## src/rtl/assert_macros.svh

```systemverilog
// Assertion macros shared by the estimator RTL.
`ifndef ASSERT_MACROS_SVH
`define ASSERT_MACROS_SVH

// Property checked on every clock edge outside reset.
`define TBE_ASSERT(lbl, prop, msg) \
  lbl: assert property (@(posedge clk) disable iff (rst) (prop)) else $error(msg);

// Implication checked on every clock edge outside reset.
`define TBE_ASSERT_IMP(lbl, ante, cons, msg) \
  lbl: assert property (@(posedge clk) disable iff (rst) (ante) |-> (cons)) else $error(msg);

`endif

```

## src/rtl/tbe_pkg.sv

```systemverilog
// Types and constants of the bandwidth estimator.
`timescale 1ns / 1ps
package tbe_pkg;

  // field widths
  localparam int TIME_W     = 32;
  localparam int SIZE_W     = 16;
  localparam int CNT_W      = 16;
  localparam int UPT_W      = 14;
  localparam int MSS_W      = 16;
  localparam int BW_W       = 32;
  localparam int METHOD_W   = 2;
  localparam int CFG_IDX_W  = 2;
  localparam int CFG_DATA_W = 16;

  // shared multiplier
  localparam int MUL_A_W = 32;
  localparam int MUL_B_W = 20;
  localparam int MUL_P_W = MUL_A_W + MUL_B_W;

  // size * 1e6 fits 36 bits; dividing by delta * 1024 drops 10 low bits first
  localparam int NUM_W      = 36;
  localparam int KB_SHIFT   = 10;
  localparam int DIVIDEND_W = NUM_W - KB_SHIFT;
  localparam int STEP_W     = $clog2(DIVIDEND_W);

  // rtt_d * 50 product width
  localparam int RTT50_W = 38;

  // divide by 10 through a reciprocal, exact for 16-bit values
  localparam int TENTH_W     = 13;
  localparam int TENTH_LSB   = 19;
  localparam int TENTH_PROD_W = SIZE_W + 17;

  localparam logic [MUL_B_W-1:0] USEC_PER_SEC = 20'd1000000;
  localparam logic [MUL_B_W-1:0] RTT_FRAC     = 20'd50;
  localparam logic [16:0]        RECIP_TENTH  = 17'd52429;
  localparam logic [CNT_W-1:0]   CWND_MIN     = 16'd2;

  localparam logic [UPT_W-1:0] UPT_RESET = 14'd4000;
  localparam logic [MSS_W-1:0] MSS_RESET = 16'd1460;

  // register indexes
  localparam logic [CFG_IDX_W-1:0] CFG_USEC_PER_TICK = 2'd0;
  localparam logic [CFG_IDX_W-1:0] CFG_MSS_BYTES     = 2'd1;

  typedef enum logic [METHOD_W-1:0] {
    METHOD_NONE = 2'd0,
    METHOD_PAIR = 2'd1,
    METHOD_RATE = 2'd2
  } method_t;

  typedef enum logic [2:0] {
    ST_IDLE,
    ST_MUL_RTT,
    ST_MUL_START,
    ST_MUL_CMP,
    ST_MUL_NUM,
    ST_DECIDE,
    ST_DIVIDE,
    ST_FINISH
  } state_t;

  typedef struct packed {
    logic busy;
    logic done;
  } div_stat_t;

endpackage

```

## src/rtl/tbe_req_if.sv

```systemverilog
// Request channel: one acknowledgement event.
`timescale 1ns / 1ps
interface tbe_req_if;
  import tbe_pkg::*;

  logic              valid;
  logic              ready;
  logic [TIME_W-1:0] now_ticks;
  logic [TIME_W-1:0] echo_ticks;
  logic [SIZE_W-1:0] seg_size;
  logic [CNT_W-1:0]  packets_in_flight;
  logic [CNT_W-1:0]  cwnd_packets;

  modport source (output valid, now_ticks, echo_ticks, seg_size, packets_in_flight,
                  cwnd_packets, input ready);
  modport sink (input valid, now_ticks, echo_ticks, seg_size, packets_in_flight,
                cwnd_packets, output ready);
endinterface

```

## src/rtl/tbe_rsp_if.sv

```systemverilog
// Result channel: estimate, method and measured RTT.
`timescale 1ns / 1ps
interface tbe_rsp_if;
  import tbe_pkg::*;

  logic                valid;
  logic                ready;
  logic [BW_W-1:0]     bandwidth_kbps;
  logic [METHOD_W-1:0] method;
  logic [TIME_W-1:0]   rtt_usec;

  modport source (output valid, bandwidth_kbps, method, rtt_usec, input ready);
  modport sink (input valid, bandwidth_kbps, method, rtt_usec, output ready);
endinterface

```

## src/rtl/tcp_bandwidth_estimator_core.sv

```systemverilog
// Top level of the acknowledgement-driven bandwidth estimator.
// Each accepted request is one acknowledgement; it yields exactly one result with
// the held estimate in KB/s, the method that updated it (none, packet pair or
// rate based) and the RTT just measured. Every request makes four passes through
// the shared 32x20 multiplier (RTT, start time, RTT slope bound, size scaling)
// and then a decision step. When the estimate is updated, a 26-step restoring
// divide follows, and its done pulse moves the sequencer on to the finish step.
// With no update the finish step follows the decision step directly. The block
// takes no new request until that result has been loaded into the output
// register, so a request holds the block through any wait for the result side.
// The output register lets the next request be accepted while a result waits.
// The user must write configuration through cfg_wen/cfg_index/cfg_wdata while
// idle; the block itself does not enforce it. An unknown index is ignored.
// No clearing pass after reset.
`timescale 1ns / 1ps
`include "assert_macros.svh"
module tcp_bandwidth_estimator_core (
  input  logic                             clk,
  input  logic                             rst,
  input  logic                             cfg_wen,
  input  logic [tbe_pkg::CFG_IDX_W-1:0]    cfg_index,
  input  logic [tbe_pkg::CFG_DATA_W-1:0]   cfg_wdata,
  tbe_req_if.sink                          req,
  tbe_rsp_if.source                        rsp
);
  import tbe_pkg::*;

  state_t state, state_next;

  // configuration
  logic [UPT_W-1:0] upt;
  logic [MSS_W-1:0] mss;

  // estimator state
  logic [TIME_W-1:0] prev_rtt, prev_start, cur_rtt, cur_start;
  logic [SIZE_W-1:0] prev_size, cur_size;
  logic [BW_W-1:0]   estimate;
  method_t           method_r, method_next;

  // per-request operands
  logic [TIME_W-1:0]  dt;
  logic [TIME_W-1:0]  echo;
  logic [CNT_W-1:0]   pif;
  logic [CNT_W-1:0]   cwnd;
  logic [RTT50_W-1:0] rtt50;

  // shared units
  logic [MUL_A_W-1:0]    mul_a;
  logic [MUL_B_W-1:0]    mul_b;
  logic [MUL_P_W-1:0]    mul_prod;
  logic                  div_start;
  logic [TIME_W-1:0]     div_divisor;
  logic [DIVIDEND_W-1:0] div_quo;
  div_stat_t             div_stat;

  // decision terms
  logic [TIME_W-1:0]       rtt_d, start_d, spacing;
  logic [TENTH_PROD_W-1:0] tenth_prod;
  logic [TENTH_W-1:0]      tenth;
  logic signed [SIZE_W:0]  size_diff, tenth_s;
  logic [20:0]             mss9, size_p1, size10;
  logic both, close_sizes, close_sends, rtt_ok, cwnd_ok, mss_ok;
  logic pair_path, rate_path, go_div;
  logic req_ready;
  logic accept;

  assign accept    = req.valid && req_ready;
  assign req.ready = req_ready;

  tbe_mul u_mul (
    .clk  (clk),
    .a    (mul_a),
    .b    (mul_b),
    .prod (mul_prod)
  );

  tbe_div u_div (
    .clk      (clk),
    .rst      (rst),
    .start    (div_start),
    .dividend (mul_prod[NUM_W-1:KB_SHIFT]),
    .divisor  (div_divisor),
    .quotient (div_quo),
    .stat     (div_stat)
  );

  // packet-pair and rate conditions
  always_comb begin
    rtt_d       = cur_rtt - prev_rtt;
    start_d     = cur_start - prev_start;
    spacing     = (cur_start + cur_rtt) - (prev_start + prev_rtt);
    tenth_prod  = TENTH_PROD_W'(cur_size) * TENTH_PROD_W'(RECIP_TENTH);
    tenth       = tenth_prod[TENTH_LSB +: TENTH_W];
    size_diff   = $signed({1'b0, cur_size}) - $signed({1'b0, prev_size});
    tenth_s     = $signed({(SIZE_W + 1 - TENTH_W)'(0), tenth});
    both        = (cur_size != '0) && (prev_size != '0);
    close_sizes = (size_diff < tenth_s) && (size_diff > -tenth_s);
    close_sends = start_d < TIME_W'(tenth);
    // rtt_d < rtt / 50  <=>  50 * rtt_d + 50 <= rtt
    rtt_ok      = ({1'b0, rtt50} + (RTT50_W + 1)'(RTT_FRAC))
                  <= (RTT50_W + 1)'(cur_rtt);
    cwnd_ok     = (cwnd >= CWND_MIN) && (pif >= cwnd - CWND_MIN);
    // size >= 9 * mss / 10  <=>  9 * mss < 10 * (size + 1)
    mss9        = (21'(mss) << 3) + 21'(mss);
    size_p1     = 21'(cur_size) + 21'd1;
    size10      = (size_p1 << 3) + (size_p1 << 1);
    mss_ok      = mss9 < size10;
    pair_path   = both && close_sizes && close_sends;
    rate_path   = !close_sends && both && cwnd_ok && rtt_ok;
    go_div      = pair_path ? (rtt_d != '0)
                            : (rate_path && spacing != '0 && mss_ok);
    div_divisor = pair_path ? rtt_d : spacing;
  end

  // state register
  always_ff @(posedge clk) begin
    if (rst) begin
      state <= ST_IDLE;
    end else begin
      state <= state_next;
    end
  end

  // sequencer: next state, multiplier operands, unit controls
  always_comb begin
    state_next  = state;
    req_ready   = 1'b0;
    div_start   = 1'b0;
    method_next = method_r;
    mul_a       = '0;
    mul_b       = '0;
    unique case (state)
      ST_IDLE: begin
        req_ready = 1'b1;
        if (req.valid) begin
          state_next = ST_MUL_RTT;
        end
      end
      ST_MUL_RTT: begin
        mul_a      = dt;
        mul_b      = MUL_B_W'(upt);
        state_next = ST_MUL_START;
      end
      ST_MUL_START: begin
        mul_a      = echo;
        mul_b      = MUL_B_W'(upt);
        state_next = ST_MUL_CMP;
      end
      ST_MUL_CMP: begin
        mul_a      = rtt_d;
        mul_b      = RTT_FRAC;
        state_next = ST_MUL_NUM;
      end
      ST_MUL_NUM: begin
        mul_a      = MUL_A_W'(cur_size);
        mul_b      = USEC_PER_SEC;
        state_next = ST_DECIDE;
      end
      ST_DECIDE: begin
        div_start = go_div;
        if (go_div) begin
          method_next = pair_path ? METHOD_PAIR : METHOD_RATE;
          state_next  = ST_DIVIDE;
        end else begin
          method_next = METHOD_NONE;
          state_next  = ST_FINISH;
        end
      end
      ST_DIVIDE: begin
        if (div_stat.done) begin
          state_next = ST_FINISH;
        end
      end
      ST_FINISH: begin
        if (!rsp.valid || rsp.ready) begin
          state_next = ST_IDLE;
        end
      end
      default: begin
        state_next = ST_IDLE;
      end
    endcase
  end

  // configuration registers
  always_ff @(posedge clk) begin
    if (rst) begin
      upt <= UPT_RESET;
      mss <= MSS_RESET;
    end else if (cfg_wen) begin
      unique case (cfg_index)
        CFG_USEC_PER_TICK: upt <= cfg_wdata[UPT_W-1:0];
        CFG_MSS_BYTES:     mss <= cfg_wdata[MSS_W-1:0];
        default: ;
      endcase
    end
  end

  // estimator history and held estimate
  always_ff @(posedge clk) begin
    if (rst) begin
      prev_rtt   <= '0;
      prev_start <= '0;
      prev_size  <= '0;
      cur_rtt    <= '0;
      cur_start  <= '0;
      cur_size   <= '0;
      estimate   <= '0;
      method_r   <= METHOD_NONE;
    end else begin
      method_r <= method_next;
      if (accept) begin
        prev_rtt   <= cur_rtt;
        prev_start <= cur_start;
        prev_size  <= cur_size;
        cur_size   <= req.seg_size;
      end
      if (state == ST_MUL_START) begin
        cur_rtt <= mul_prod[TIME_W-1:0];
      end
      if (state == ST_MUL_CMP) begin
        cur_start <= mul_prod[TIME_W-1:0];
      end
      if (state == ST_DIVIDE && div_stat.done) begin
        estimate <= BW_W'(div_quo);
      end
    end
  end

  // request operands and intermediate products
  always_ff @(posedge clk) begin
    if (accept) begin
      dt   <= req.now_ticks - req.echo_ticks;
      echo <= req.echo_ticks;
      pif  <= req.packets_in_flight;
      cwnd <= req.cwnd_packets;
    end
    if (state == ST_MUL_NUM) begin
      rtt50 <= mul_prod[RTT50_W-1:0];
    end
  end

  // output register
  always_ff @(posedge clk) begin
    if (rst) begin
      rsp.valid <= 1'b0;
    end else if (state == ST_FINISH && (!rsp.valid || rsp.ready)) begin
      rsp.valid <= 1'b1;
    end else if (rsp.ready) begin
      rsp.valid <= 1'b0;
    end
  end

  always_ff @(posedge clk) begin
    if (state == ST_FINISH && (!rsp.valid || rsp.ready)) begin
      rsp.bandwidth_kbps <= estimate;
      rsp.method         <= method_r;
      rsp.rtt_usec       <= cur_rtt;
    end
  end

  `TBE_ASSERT_IMP(a_div_in_divide, div_stat.busy, state == ST_DIVIDE,
                  "divider running outside the divide step")
  `TBE_ASSERT_IMP(a_rsp_method, rsp.valid,
                  rsp.method == METHOD_NONE || rsp.method == METHOD_PAIR ||
                  rsp.method == METHOD_RATE, "result carries an unknown method")

endmodule

```

## src/rtl/tbe_mul.sv

```systemverilog
// Shared multiplier with registered product.
`timescale 1ns / 1ps
module tbe_mul (
  input  logic                   clk,
  input  logic [tbe_pkg::MUL_A_W-1:0] a,
  input  logic [tbe_pkg::MUL_B_W-1:0] b,
  output logic [tbe_pkg::MUL_P_W-1:0] prod
);
  import tbe_pkg::*;

  // one product per cycle, registered, result available in the next cycle
  always_ff @(posedge clk) begin
    prod <= MUL_P_W'(a) * MUL_P_W'(b);
  end

endmodule

```

## src/rtl/tbe_div.sv

```systemverilog
// Restoring divider, one quotient bit per cycle.
`timescale 1ns / 1ps
`include "assert_macros.svh"
module tbe_div (
  input  logic                          clk,
  input  logic                          rst,
  input  logic                          start,
  input  logic [tbe_pkg::DIVIDEND_W-1:0] dividend,
  input  logic [tbe_pkg::TIME_W-1:0]     divisor,
  output logic [tbe_pkg::DIVIDEND_W-1:0] quotient,
  output tbe_pkg::div_stat_t             stat
);
  import tbe_pkg::*;

  logic [TIME_W-1:0]     rem;
  logic [TIME_W-1:0]     dvs;
  logic [DIVIDEND_W-1:0] quo;
  logic [STEP_W-1:0]     step;
  logic                  busy;
  logic                  done;

  logic [TIME_W:0] trial;
  logic [TIME_W:0] trial_sub;
  logic            fits;

  // trial subtract of the shifted remainder
  always_comb begin
    trial     = {rem, quo[DIVIDEND_W-1]};
    trial_sub = trial - {1'b0, dvs};
    fits      = trial >= {1'b0, dvs};
  end

  // control
  always_ff @(posedge clk) begin
    if (rst) begin
      busy <= 1'b0;
      done <= 1'b0;
      step <= '0;
    end else begin
      done <= 1'b0;
      if (start) begin
        busy <= 1'b1;
        step <= '0;
      end else if (busy) begin
        if (step == STEP_W'(DIVIDEND_W - 1)) begin
          busy <= 1'b0;
          done <= 1'b1;
        end
        step <= step + 1'b1;
      end
    end
  end

  // datapath: quotient bits shift in where dividend bits shift out
  always_ff @(posedge clk) begin
    if (start) begin
      rem <= '0;
      dvs <= divisor;
      quo <= dividend;
    end else if (busy) begin
      rem <= fits ? trial_sub[TIME_W-1:0] : trial[TIME_W-1:0];
      quo <= {quo[DIVIDEND_W-2:0], fits};
    end
  end

  assign quotient  = quo;
  assign stat.busy = busy;
  assign stat.done = done;

  `TBE_ASSERT_IMP(a_no_restart, start, !busy, "divider started while busy")
  `TBE_ASSERT_IMP(a_last_step_done, busy && step == STEP_W'(DIVIDEND_W - 1) && !start,
                  ##1 done, "divider missed its done pulse")

endmodule
```

## src/flat_wrapper.sv

```systemverilog
// flat-port wrapper written by rule: the top's interface ports become plain ports
module tcp_bandwidth_estimator_core_flat import tbe_pkg::*;
  (clk, rst, cfg_wen, cfg_index, cfg_wdata, req_valid, req_now_ticks, req_echo_ticks, req_seg_size, req_packets_in_flight, req_cwnd_packets, req_ready, rsp_valid, rsp_bandwidth_kbps, rsp_method, rsp_rtt_usec, rsp_ready);
  tbe_req_if req_i ();
  tbe_rsp_if rsp_i ();
  input  logic clk;
  input  logic rst;
  input  logic cfg_wen;
  input  logic [tbe_pkg::CFG_IDX_W-1:0] cfg_index;
  input  logic [tbe_pkg::CFG_DATA_W-1:0] cfg_wdata;
  input wire logic [$bits(req_i.valid)-1:0] req_valid;
  input wire logic [$bits(req_i.now_ticks)-1:0] req_now_ticks;
  input wire logic [$bits(req_i.echo_ticks)-1:0] req_echo_ticks;
  input wire logic [$bits(req_i.seg_size)-1:0] req_seg_size;
  input wire logic [$bits(req_i.packets_in_flight)-1:0] req_packets_in_flight;
  input wire logic [$bits(req_i.cwnd_packets)-1:0] req_cwnd_packets;
  output wire logic [$bits(req_i.ready)-1:0] req_ready;
  output wire logic [$bits(rsp_i.valid)-1:0] rsp_valid;
  output wire logic [$bits(rsp_i.bandwidth_kbps)-1:0] rsp_bandwidth_kbps;
  output wire logic [$bits(rsp_i.method)-1:0] rsp_method;
  output wire logic [$bits(rsp_i.rtt_usec)-1:0] rsp_rtt_usec;
  input wire logic [$bits(rsp_i.ready)-1:0] rsp_ready;
  assign req_i.valid = req_valid;
  assign req_i.now_ticks = req_now_ticks;
  assign req_i.echo_ticks = req_echo_ticks;
  assign req_i.seg_size = req_seg_size;
  assign req_i.packets_in_flight = req_packets_in_flight;
  assign req_i.cwnd_packets = req_cwnd_packets;
  assign req_ready = req_i.ready;
  assign rsp_valid = rsp_i.valid;
  assign rsp_bandwidth_kbps = rsp_i.bandwidth_kbps;
  assign rsp_method = rsp_i.method;
  assign rsp_rtt_usec = rsp_i.rtt_usec;
  assign rsp_i.ready = rsp_ready;
  tcp_bandwidth_estimator_core u_core (.clk(clk), .rst(rst), .cfg_wen(cfg_wen), .cfg_index(cfg_index), .cfg_wdata(cfg_wdata), .req(req_i), .rsp(rsp_i));
endmodule
```

## config.mk

```make
export PLATFORM = sky130hd
export DESIGN_NAME = tcp_bandwidth_estimator_core_flat
export DESIGN_NICKNAME = d
export VERILOG_FILES = /design/src/rtl/tbe_pkg.sv /design/src/rtl/tbe_req_if.sv /design/src/rtl/tbe_rsp_if.sv /design/src/rtl/tcp_bandwidth_estimator_core.sv /design/src/rtl/tbe_mul.sv /design/src/rtl/tbe_div.sv /design/src/flat_wrapper.sv
export VERILOG_INCLUDE_DIRS = /design/src /design/src/rtl
export SDC_FILE = /design/constraint.sdc
export NUM_CORES = 2
export LEC_CHECK = 0
export BUFFER_PORTS_ARGS = -buffer_cell sky130_fd_sc_hd__buf_4
export CAP_MARGIN = 20
export CORE_ASPECT_RATIO = 1.1
export CORE_MARGIN = 1
export CORE_UTILIZATION = 45
export CTS_CLUSTER_SIZE = 20
export DETAILED_ROUTE_END_ITERATION = 8
export GPL_TIMING_DRIVEN = 0
export PLACE_DENSITY = 0.58
export SKIP_CTS_REPAIR_TIMING = 1
export SYNTH_ARGS = -nofsm -noshare
export SYNTH_HDL_FRONTEND = slang
export SYNTH_SLANG_ARGS = --single-unit
export TNS_END_PERCENT = 20
```

## constraint.sdc

```tcl
create_clock -name clk -period 19.5 [get_ports clk]
set_input_delay 2.925 -clock clk [delete_from_list [all_inputs] [get_ports clk]]
set_output_delay 2.925 -clock clk [all_outputs]
set_load 0.02 [all_outputs]
```

# Word level (Yosys, flattened, before mapping)
# Index checks and enable logic that the tools add are counted.
# classes
muxes,22
n_eq_ne,12
mul,2
bitwise_logic,1
magnitude_cmp,8
add_sub_neg,15
n_reduce_logical,30
# ops
operator,n
32-bit subtractor,5
32-bit case mux with 4 select lines,1
32-bit adder,2
32-bit 2-to-1 mux,2
32-bit nonzero test,2
20-bit case mux with 3 select lines,1
26-bit 2-to-1 mux,2
"38-bit by 6-bit adder with 39-bit output, second input constant",1
39-bit by 32-bit <= comparator with 1-bit output,1
32-bit by 20-bit multiplier with 38-bit output,1
33-bit by 32-bit >= comparator with 1-bit output,1
32-bit by 13-bit < comparator with 1-bit output,1
"16-bit by 16-bit multiplier with 32-bit output, second input constant",1
16-bit nonzero test,2
3-bit case mux with 8 select lines,1
21-bit adder,1
21-bit < comparator,1
19-bit by 16-bit adder with 20-bit output,1
"16-bit by 1-bit adder with 17-bit output, second input constant",1
17-bit > comparator,1
17-bit by 14-bit < comparator with 1-bit output,1
13-bit negation with 17-bit output,1
16-bit by 16-bit subtractor with 17-bit output,1
16-bit >= comparator,1
other kinds (23),57
# totals
input_bits,135
word_cells,117
register_bits,551

# Logic depth before layout (Yosys ltp)
# depth
word_depth,11
ltp_mapped,41
ltp_nobuf,40

# Hierarchy
# A second synthesis with hierarchy kept.
# unflattened
hier_cells,6802
hier_area_um2,61223.7
# modules_own_cells
module,instances,cells_per_inst,area_per_inst_um2
tcp_bandwidth_estimator_core,1,3775,33577.2
tbe_mul,1,2421,21733.3
tbe_div,1,606,5913.2

# Worst setup path after synthesis
# OpenSTA, ideal clock, no wires.
# synth_timing
kind,register to register
start,register u_core.cur_size[0]
end,register u_core.u_div.dvs[0] (enable)
t_required_ns,19.079
stages_incl_launch_ff,39
arrival_ns,10.266
n_path_buf,1
setup_ns,0.421
path_slack_ns,8.813
cell_sequence,dfxtp_1 > clkbuf_1 > inv_1 > ha_1 > ha_1 > inv_1 > fa_1 > inv_1 > fa_1 > fa_1 > inv_1 > fa_1 > inv_1 > ha_1 > a21o_1 > a21o_1 > a21oi_1 > nand2_1 > (+3 left out) > o31a_1 > o21a_1 > o41ai_1 > xnor2_1 > inv_1 > ha_1 > a2111oi_0 > o311a_1 > nand4_1 > or4_1 > nor4_1 > o2111a_1 > nand4_1 > a2111oi_0 > nand4_1 > a41oi_1 > nor2_1 > nor2_1
# synth_via
elab_chain_cells,10
word_cells_on_any_way,22
cone_classes,add/sub (4); mul (1); order compare (4); mux (2); reduce/logical (11)
# synth_rtl
element,line_no,text
"start, declared",tcp_bandwidth_estimator_core.sv:36,"logic [SIZE_W-1:0] prev_size, cur_size;"
"start signal, assigned",tcp_bandwidth_estimator_core.sv:216,cur_size <= req.seg_size;
branches (longest 8 deep; another with 16-bit by 16-bit multiplier with 32-bit output),n/a,
1-bit 2-to-1 mux *,tcp_bandwidth_estimator_core.sv:110,go_div = pair_path ? (rtt_d != '0)
1-bit 2-to-1 mux *,tcp_bandwidth_estimator_core.sv:132,unique case (state)
named net u_core.div_start,tcp_bandwidth_estimator_core.sv:51,logic div_start;
"end signal, assigned",tbe_div.sv:58,dvs <= divisor;
"end, declared",tbe_div.sv:16,logic [TIME_W-1:0] dvs;
# Mark *: on every way through the listed nets, which the timed path passes.
# A chain may end at the register's enable or synchronous reset.

# Worst setup path in the final report
# layout_timing
start,register u_core.cur_size[0]
end,register u_core.u_div.quo[9] (netlist: u_core.u_div.quotient[9]) (enable)
# layout_via
elab_chain_cells,11
word_cells_on_any_way,23
cone_classes,add/sub (4); mul (1); order compare (4); mux (2); reduce/logical (12)
# layout_rtl
element,line_no,text
branches (longest 8 deep; another with 16-bit by 16-bit multiplier with 32-bit output),n/a,
1-bit 2-to-1 mux *,tcp_bandwidth_estimator_core.sv:110,
1-bit 2-to-1 mux *,tcp_bandwidth_estimator_core.sv:132,
2-bit nonzero test (no source line) *,n/a,
"end signal, assigned",tbe_div.sv:59,quo <= dividend;
"end signal, assigned",tbe_div.sv:62,"quo <= {quo[DIVIDEND_W-2:0], fits};"
"end, declared",tbe_div.sv:17,logic [DIVIDEND_W-1:0] quo;
# Mark *: on every way between the ends.

==> flow_summary.toml <==
[detailed_routing]
first_iter_violations = 3410
drc = 0
firstDrtPassIters = 5
ant_nets = 0
vias_per_cell = 5.45
vias = 44200
wire_per_inst_microns = 23.1
drt-total-wl_microns = 187000

[placed_design]
numPortBuffers = 195
hpwl_microns = 156000
place.gp.congestion = 0.978
pre_cts_ws_ns = 6.17

[floorplanning]
ios = 203
rows = 134
dieArea_sq_um = 124000
die_height_microns = 369
die_w_microns = 335
start_util_pct = 45.4
coreArea_sq_um = 121000

[logic_synthesis]
syn_inst = 6104
syn_area_per_cell_sq_um = 9.01
seq_area_frac_synth_pct = 24.6
netlist_area_sq_um = 55000
yosys_warnings = 0
synth_ff_type = "dfxtp_1"
yosys_register_bits = 551
yosysUniqueCellTypes = 109
synth_edf_count = 252
async_flop_share_pct = 0

[sta]
max_freq_ghz = 0.0748
relSlewSlack_pct = 21.9
hold_viol = 0
skew_ns = 0.0731
tightest_slew_ns = 1.16
rsz0062_at_grt = "no"
period_needed_ns = 13.38
period_share_pct = 68.6
fin_ws_ns = 6.12
slew_violations = 0
tns_ns = 0
setup_viol = 0

[clocking]
clock_path_buffers = 3
clock_latency_ns = 0.72
path_clk_slew_ns = 0.06
cts_tree = "yes"
cts_inserted_buffers = 68
root_buffer = "clkbuf_16"
clock-sinks = 551
h-tree-depth = 3

[setup_path]
startpoint_type = "flop"
crit_path_max_incr_delay_ns = 0.69
cp_top_family = "compound AO/OA/AOI/OAI gates"
worstPathArrival_ns = 13.67
crit_required_ns = 19.79
worst-path-buf-inv = 9
crit_path_end_kind = "flop"
worst-path-max-fanout = 26
crit_top_cell = "inv_1"
cpMaxStageDelayCell = "or2_2"
worstSetupPathType = "flop to flop"

[grt]
grt_max_degree = 64
grt_pass1_vias = 44200
antenna_found_initial = 12
grt_pass1_wl_microns = 279000
grt_usage_pct = 30.4
globalRouteOverflowTotal = 0

[cells_and_area]
syn_to_final_growth_pct = 11.3
layout.nets = 7688
drive_above_1_share_pct = 6.51

[job]
timing.max_cap.violations = 0

[pwr]
vdd_drop_max_mv = 0.0879
power.density_nw_per_um2 = 86.6
leakagePower_nw = 27.3

[outcome]
status = "finished, final reports clean"

[worst_hold_path]
hold_class = "flop to flop"
routing by layer:
metal / share of wire, % / vias up / track usage [%] / wire length, microns
li1: - / 20800 / - / -
met4: 5.0 / 2 / 13.4 / 9350
met2: 47 / 1282 / 50.6 / 87400
met3: 5.3 / 317 / 3.18 / 9840
met1: 43 / 21800 / 40.0 / 80100
met5: 0.0048 / - / 0 / 9
registers in the layout (all words and copies together), names as in the netlist, 26 cells and up:
name                       count
u_core.rtt50                  38
u_core.u_mul.prod             38
u_core.cur_rtt                32
u_core.cur_start              32
u_core.dt                     32
u_core.echo                   32
u_core.prev_rtt               32
u_core.prev_start             32
u_core.rsp.rtt_usec           32
u_core.u_div.dvs              32
u_core.u_div.rem              32
u_core.estimate               26
u_core.rsp.bandwidth_kbps     26
u_core.u_div.quotient         26
cells in the final DEF (no fill, tap or decap), types with 89 or more instances in the layout:
| master | instances |
|---|---|
| fa_1 | 575 |
| xnor2_1 | 205 |
| a21oi_1 | 441 |
| buf_4 | 210 |
| a21o_1 | 110 |
| dfxtp_1 | 299 |
| nor2_1 | 311 |
| clkbuf_1 | 197 |
| nand2_1 | 950 |
| o21ai_0 | 130 |
| edfxtp_1 | 252 |
| ha_1 | 569 |
| xor2_1 | 89 |
| inv_1 | 942 |
stage by stage:
step / hold WS, ns / cell area (sq um) / instances / power, mW / utilization (%)
after CTS: 0.416 / 61200 / 8095 / 5.29 / 50.5
final: 0.409 / 61200 / 8099 / 5.30 / 50.5
after global routing: 0.435 / 61200 / 8097 / 5.61 / 50.5
after detailed placement: 0.403 / 58800 / 7970 / 3.92 / 48.5
after floorplan: 0.386 / 55100 / 6130 / 3.06 / -
after global placement: 0.414 / 58600 / 7957 / 3.89 / 48.3
cells in the mapped netlist (27+ instances only):
| cell type | count | area share, % |
|---|---|---|
| mux2_2 | 28 | 0.57 |
| xnor2_1 | 205 | 3.3 |
| nor3_1 | 82 | 0.75 |
| clkbuf_1 | 182 | 1.2 |
| inv_1 | 942 | 6.4 |
| fa_1 | 575 | 21 |
| nand3_1 | 68 | 0.62 |
| edfxtp_1 | 252 | 14 |
| nand2_1 | 950 | 6.5 |
| nand4_1 | 43 | 0.49 |
| and3_1 | 36 | 0.41 |
| a21o_1 | 110 | 1.5 |
| a22oi_1 | 27 | 0.37 |
| nand2b_1 | 48 | 0.55 |
| a211oi_1 | 57 | 0.78 |
| nor2b_1 | 61 | 0.69 |
| xor2_1 | 89 | 1.4 |
| o21bai_1 | 34 | 0.46 |
| o21ai_0 | 130 | 1.2 |
| ha_1 | 569 | 13 |
| o21a_1 | 59 | 0.81 |
| dfxtp_1 | 299 | 11 |
| and2_1 | 56 | 0.64 |
| a21oi_1 | 441 | 4.0 |
| nor4_1 | 29 | 0.33 |
| nor2_1 | 313 | 2.1 |
path summary, 6_finish.rpt:
kind / start / to / slack (ns) / cells past startpoint
max: u_core.cur_size[0] / u_core.u_div.quotient[9] / 6.12 / 40
min: u_core.u_mul.prod[37] / u_core.rtt50[37] / 0.41 / 0
max reg2reg: u_core.cur_size[0] / u_core.u_div.quotient[9] / 6.12 / 40
min reg2reg: u_core.u_mul.prod[37] / u_core.rtt50[37] / 0.41 / 0
worst reg2reg max path, delay by kind of cell (launching register included):
kind | cells | cell delay, ns
buffers and inverters | 9 | 1.86
and+or+nand+nor | 8 | 2.75
AOI/OAI and AO/OA | 14 | 4.12
xor gates and xnor gates | 1 | 0.28
DFF | 1 | 0.50
adders and majority gates | 8 | 3.44
where the power goes:
group | leakage (nW) | switching [mW] | total (mW) | internal, mW
Combinational | 21.4 | 1.58 | 2.53 | 0.943
Clock | 1.15 | 0.581 | 1.35 | 0.770
Sequential | 4.78 | 0.109 | 1.42 | 1.31
final cells by class:
type	instances	area [sq um]
plain buffers	221	917
clock buffers	94	1930
clock inverters	31	460
fillers	11700	60000
well taps	1632	2040
diodes	3	7.51
multi-input cells	4414	37100
inverters	944	3540
repair buffers	209	1650
flip-flops and latches	551	13600
logic make-up after synthesis:
kind of cell	after synthesis	share of synthesized area, %
compound gates	1085	12.8
xor+xnor	295	4.72
fa+ha+maj	1144	33.9
buf+inv	1165	8.10
flops	551	24.6
mux	57	1.11
other cells	1	0.00682
simple gates	1806	14.8
(Power assumes the default switching activity.)
